## src/rtl/dtpy_pkg.sv

```systemverilog
package dtpy_pkg;

  // Field and datapath widths
  localparam int DIR_W            = 32;
  localparam int OUT_W            = 25;
  localparam int FRAC_W           = 16;
  localparam int LANE_W           = 52;
  localparam int ANG_W            = 27;
  localparam int CORDIC_STEPS_DEF = 16;

  // Angles in Q16 degrees
  localparam logic signed [ANG_W-1:0] DEG_90  = 27'sd5898240;
  localparam logic signed [ANG_W-1:0] DEG_180 = 27'sd11796480;
  localparam logic signed [ANG_W-1:0] DEG_270 = 27'sd17694720;
  localparam logic signed [ANG_W-1:0] DEG_360 = 27'sd23592960;

  // 1/K in Q31 for the CORDIC gain
  localparam logic [30:0] INV_GAIN_Q31 = 31'd1304065748;

  // One vectoring lane: the vector and its running angle
  typedef struct packed {
    logic signed [LANE_W-1:0] x;
    logic signed [LANE_W-1:0] y;
    logic signed [ANG_W-1:0]  ang;
  } lane_t;

  // Side data carried alongside the lane
  typedef struct packed {
    logic                    spec;  // x and y both zero
    logic                    zpos;  // z strictly positive
    logic signed [DIR_W-1:0] z;
    logic signed [ANG_W-1:0] yaw;   // finished yaw angle (pitch pass)
  } side_t;

  // atan(2^-i) in Q16 degrees, rounded
  function automatic logic signed [ANG_W-1:0] atan_q16(input logic [4:0] idx);
    logic signed [ANG_W-1:0] v;
    case (idx)
      5'd0:    v = 27'sd2949120;
      5'd1:    v = 27'sd1740967;
      5'd2:    v = 27'sd919879;
      5'd3:    v = 27'sd466945;
      5'd4:    v = 27'sd234379;
      5'd5:    v = 27'sd117304;
      5'd6:    v = 27'sd58666;
      5'd7:    v = 27'sd29335;
      5'd8:    v = 27'sd14668;
      5'd9:    v = 27'sd7334;
      5'd10:   v = 27'sd3667;
      5'd11:   v = 27'sd1833;
      5'd12:   v = 27'sd917;
      5'd13:   v = 27'sd458;
      5'd14:   v = 27'sd229;
      5'd15:   v = 27'sd115;
      5'd16:   v = 27'sd57;
      5'd17:   v = 27'sd29;
      5'd18:   v = 27'sd14;
      5'd19:   v = 27'sd7;
      5'd20:   v = 27'sd4;
      5'd21:   v = 27'sd2;
      5'd22:   v = 27'sd1;
      default: v = '0;
    endcase
    return v;
  endfunction

  // Bring an angle into [0, 360) degrees
  function automatic logic [OUT_W-1:0] wrap_deg(input logic signed [ANG_W-1:0] ang);
    logic signed [ANG_W-1:0] a;
    a = ang;
    if (a < 0) a = a + DEG_360;
    if (a >= DEG_360) a = a - DEG_360;
    if (a < 0) a = '0;
    return a[OUT_W-1:0];
  endfunction

endpackage

```

## src/rtl/dtpy_gain.sv

```systemverilog
module dtpy_gain
  import dtpy_pkg::*;
(
  input  logic  clk,
  input  logic  ld_a,
  input  logic  ld_b,
  input  lane_t lane_i,
  input  side_t side_i,
  output lane_t lane_o,
  output side_t side_o
);

  localparam int MAG_W = 51;
  localparam int HI_W  = MAG_W - 32;
  localparam int PHI_W = HI_W + 31;
  localparam int PLO_W = 63;

  logic [MAG_W-1:0]         mag;
  logic [HI_W-1:0]          mag_hi;
  logic [31:0]              mag_lo;
  logic [PHI_W-1:0]         p_hi_nxt, p_hi_r;
  logic [PLO_W-1:0]         p_lo_nxt, p_lo_r;
  logic signed [LANE_W-1:0] zs, w_nxt, w_r;
  side_t                    side_nxt, side_a_r, side_b_r;
  logic [63:0]              lo_rnd;
  lane_t                    lane_nxt, lane_r;

  // Stage A: split the magnitude and take both partial products
  always_comb begin
    mag      = lane_i.x[LANE_W-1] ? '0 : lane_i.x[MAG_W-1:0];
    mag_hi   = mag[MAG_W-1:32];
    mag_lo   = mag[31:0];
    p_hi_nxt = PHI_W'(mag_hi) * PHI_W'(INV_GAIN_Q31);
    p_lo_nxt = PLO_W'(mag_lo) * PLO_W'(INV_GAIN_Q31);
    zs       = {{(LANE_W-DIR_W){side_i.z[DIR_W-1]}}, side_i.z};
    w_nxt    = -(zs <<< FRAC_W);
    side_nxt     = side_i;
    side_nxt.yaw = lane_i.ang;
  end

  always_ff @(posedge clk) begin
    if (ld_a) begin
      p_hi_r   <= p_hi_nxt;
      p_lo_r   <= p_lo_nxt;
      w_r      <= w_nxt;
      side_a_r <= side_nxt;
    end
  end

  // Stage B: recombine with round half up, set up the pitch lane
  always_comb begin
    lo_rnd       = 64'(p_lo_r) + 64'h4000_0000;
    lane_nxt.x   = LANE_W'({p_hi_r, 1'b0}) + LANE_W'(lo_rnd[63:31]);
    lane_nxt.y   = w_r;
    lane_nxt.ang = '0;
  end

  always_ff @(posedge clk) begin
    if (ld_b) begin
      lane_r   <= lane_nxt;
      side_b_r <= side_a_r;
    end
  end

  assign lane_o = lane_r;
  assign side_o = side_b_r;

endmodule
```

## config.mk

```make
export PLATFORM = sky130hd
export DESIGN_NAME = dtpy_gain
export DESIGN_NICKNAME = d
export VERILOG_FILES = /design/src/rtl/dtpy_pkg.sv /design/src/rtl/dtpy_gain.sv
export SDC_FILE = /design/constraint.sdc
export NUM_CORES = 2
export LEC_CHECK = 0
export BUFFER_PORTS_ARGS = -buffer_cell sky130_fd_sc_hd__clkbuf_2
export CORE_ASPECT_RATIO = 0.5
export CORE_MARGIN = 4
export CORE_UTILIZATION = 42
export CTS_CLUSTER_DIAMETER = 80
export DETAILED_ROUTE_END_ITERATION = 7
export PLACE_DENSITY = 0.56
export SETUP_SLACK_MARGIN = 0.2
export SLEW_MARGIN = 20
export SYNTH_ARGS = -nofsm -noshare
export SYNTH_HDL_FRONTEND = slang
export SYNTH_SLANG_ARGS = --single-unit
```

## constraint.sdc

```tcl
create_clock -name clk -period 13.2 [get_ports clk]
set_input_delay 1.32 -clock clk [delete_from_list [all_inputs] [get_ports clk]]
set_output_delay 1.32 -clock clk [all_outputs]
set_load 0.05 [all_outputs]
```

==> metrics.md <==
| Metric | Value |
|---|---|
| Share of flip-flops with an asynchronous set or reset | 0 |
| Slew at the pin closest to its max-slew limit | 0.995 ns |
| Critical-path maximum fanout | 37 |
| Bufs on Longest Clock Path | 3 |
| Relative max-transition margin | 0.334 |
| Slowest stage cell on the critical path | clkbuf_2 |
| Synth top area share | 0.329 |
| Unrepaired setup endpoints after global routing | false |
| Final TNS setup | 0 ns |
| Metal-1 WL | 46700 µm |
| DRC violations left | 0 |
| Top cell types by occurrence after synthesis | 1046 x inv_1, 681 x fa_1, 556 x ha_1 |
| Vertical die dimension | 230 µm |
| Share of the synthesized netlist area taken by xor and xnor gates | 0.0395 |
| Share of post-route cells with drive strength above 1 | 0.0897 |
| Area of combinational cells with multiple inputs | 27400 µm² |
| Cell class contributing the biggest share of worst-path delay | adder cells |
| Synthesized flop and latch total | 325 |
| Final WL | 104000 µm |
| Hold Fails Final Rpt | 0 |
| Sequential standard cell area | 9760 µm² |
| FMAX | 104 MHz |
| Number of endpoints failing setup at the final stage | 0 |
| Primary FF master, synth | edfxtp_1 |
| Top cells by area, synth | fa_1 33%, edfxtp_1 24%, ha_1 17% |
| Type of the setup path with the least slack | input port to flop |
| Number of buffers created by CTS | 38 |
| Final Net Count | 5450 |
| Arithmetic-cell share of the synthesized area counting full adders, half adders and majority gates | 0.497 |
| Count of flip-flops with a built-in enable after synthesis | 325 |
| Cell Rows | 81 |
| # resized after CTS | 0 |
| Detail Route met2 WL | 49800 µm |
| Count of input and output buffers | 264 |
| Die Wd | 452 µm |
| Initial cell density of the core | 0.423 |
| Routed wirelength normalized by instance count | 19.4 µm |
| Fraction of the mapped netlist area in simple logic gates | 0.0606 |
| Number of antenna violations at the first check in global routing | 2 |
| Clock sinks | 325 |
| Post-detailed-route via-to-cell ratio | 4.85 |
| Final Wtd Congestion | 0.948 |
| Mapped Cells | 3741 |
| Netlist area before placement | 41400 µm² |
| Post-CTS repair timing setup buffer count | 0 |
| Clock tree from TritonCTS | done |
| Library cell with the highest instance count after synthesis | inv_1 |
| Core ar. | 97800 µm² |
| Post-synthesis average cell area | 11.1 µm² |
| Root buffer cell | clkbuf_16 |
| Final ANT Viol Nets | 0 |
| Clock-pin slew on the worst setup and hold paths | 0.06 ns |
| Delay of the slowest cell on the worst path | 0.63 ns |
| CP Launch Type | input port |
| CP Capture Type | flop |
| Worst Path Buf+Inv | 5 |
| Pin count of the biggest net entering global routing | 76 |
| Combinational family with the most area after synthesis | adder cells |
| Worst min-delay path category | flop to flop |
| Via count | 26062 |
| Yosys warns | 0 |
| Via count of the first global-routing pass | 28010 |
| Fraction of the mapped netlist area in compound gates | 0.0600 |
| Synthesis-to-finish area growth | 9.77% |
| Iteration-0 DRC count of the detailed router | 1345 |
| Num ports | 387 |
| Multiplexer share of the synthesized area | 0.000242 |
| Wire length of the first global-routing pass | 163000 µm |
| List of cells traversed by the critical path | clkbuf_2 -> buf_4 -> nand2b_1 -> inv_1 -> ha_1 -> inv_1 -> fa_1 -> fa_1 -> fa_1 -> inv_1 -> fa_1 -> fa_1 -> fa_1 -> fa_1 -> ha_1 -> a21oi_1 -> o21ai_0 -> o21ba_2 -> o221ai_1 -> a2111oi_0 -> a21oi_2 -> a21oi_1 -> o21ai_0 -> xor2_1 |
| Post-synthesis cell type with the largest combined area | fa_1 |
| Detailed-routed wire length on met3 | 5130 µm |
| Setup Skew | 0.0200 ns |
| Critical path's most frequent cell | fa_1 |
| Critical Path RT | 13.48 ns |
| Portion of the clock cycle consumed by the worst path in the final layout | 0.726 |
| FILL cells | 9281 |
| Total global-route track usage | 0.204 |
| Sum of overflow across all layers after global routing | 0 |
| Number of pins exceeding their max-slew limit in the final report | 0 |
| Number of search-and-repair iterations in the first detailed-routing pass | 5 |
| Status | finished clean |
| Max_cap viols | 0 |
| Top routing layer used | met5 |
| Count of H-tree levels built during CTS | 2 |
| Overall die area | 104000 µm² |
| Total half-perimeter wirelength after legalization and detailed placement | 91600 µm |
| Number of distinct library cell variants in the gate-level netlist after synthesis | 75 |
| Sequential cell area fraction in the yosys report | 0.236 |
| Data arrival time of the critical path | 9.87 ns |
| Final worst path period need | 9.58 ns |
| Source-to-sink clock delay at the later pin of the worst-skew pair | 0.54 ns |
| Post-CTS Hold Fix Bufs | 0 |
==> path summary, 6_finish.rpt <==
kind / endpoint / slack, ns / cells after the start / startpoint
max: p_lo_r[48] / 3.62 / 24 / lane_i[130]
min: side_o[16] / 0.41 / 0 / side_a_r[16]
max reg2reg: lane_o[128] / 8.21 / 16 / p_lo_r[30]
min reg2reg: side_o[16] / 0.41 / 0 / side_a_r[16]
==> sequential cells by signal (all words and copies together) (netlist names) <==
register / flops
w_r: 36
p_lo_r: 33
lane_o: 87
p_hi_r: 48
side_o: 61
side_a_r: 60
==> cell usage in the layout (no fill, tap or decap), drive strengths merged, types with 5 or more instances in the layout <==
master     n
and4       7
and3      23
nand3     54
buf       17
nor4      12
o21a       9
xor2      51
nand2    106
o31ai      5
clkinv    11
or3        5
a21oi    136
o211ai     7
ha       556
o21ai     68
fa       681
bufinv     6
nand2b    45
clkbuf   310
nor3      26
a211oi    10
a21o      65
nor2      90
xnor2    136
edfxtp   325
nand4     33
a31oi     13
inv     1050
or4        6
and2      15
nor2b     40
conb      43
o21bai    23
or2        6
==> worst register-to-register path, cell delays in order, from the launching register on <==
cell	delay (ns)
edfxtp_1	0.35
ha_1	0.21
nand2_1	0.09
nor2_1	0.24
and3_1	0.32
nor2b_1	0.25
and2_1	0.21
nand3_1	0.10
xnor2_1	0.43
ha_1	0.34
and3_1	0.29
nand2_1	0.14
nor3_1	0.24
nand4_1	0.25
a31oi_1	0.82
nand4_1	0.23
xnor2_1	0.21
==> per-layer routing <==
metal	vias to the layer above	global-route usage
met5	-	0
met4	2	0.0439
met3	119	0.0333
met2	519	0.338
met1	13090	0.282
li1	12332	-
==> final cells by class <==
type,instances,area share
Multi-Input combinational cell,2327,0.603
Sequential cell,325,0.215
Inverter,1047,0.0864
Tap cell,1328,0.0365
Timing Repair Buffer,279,0.0318
Clock buffer,48,0.0217
Clock inverter,20,0.00619
Antenna cell,1,0.0000550
==> stage by stage <==
step	instances	hold slack (ns)	utilization	instance area (µm²)	setup slack, ns
2_1_floorplan	3783	0.400	-	41600	4.33
3_3_place_gp	5306	0.400	0.452	44200	3.11
3_5_place_dp	5306	0.405	0.452	44200	3.07
4_1_cts	5374	0.408	0.465	45500	3.63
5_1_grt	5375	0.422	0.465	45500	3.20
6_report	5375	0.405	0.465	45500	3.62
==> logic make-up after synthesis <==
group / count (synthesis)
AOI/OAI and AO/OA: 384
xor gates and xnor gates: 187
adders and majority gates: 1237
buffers and inverters: 1131
DFF: 325
muxes: 1
other: 1
and+or+nand+nor: 475
Power is left out: the tool's default activity adds up to more than one toggle a clock period on the data nets, which glitch-free logic cannot reach.
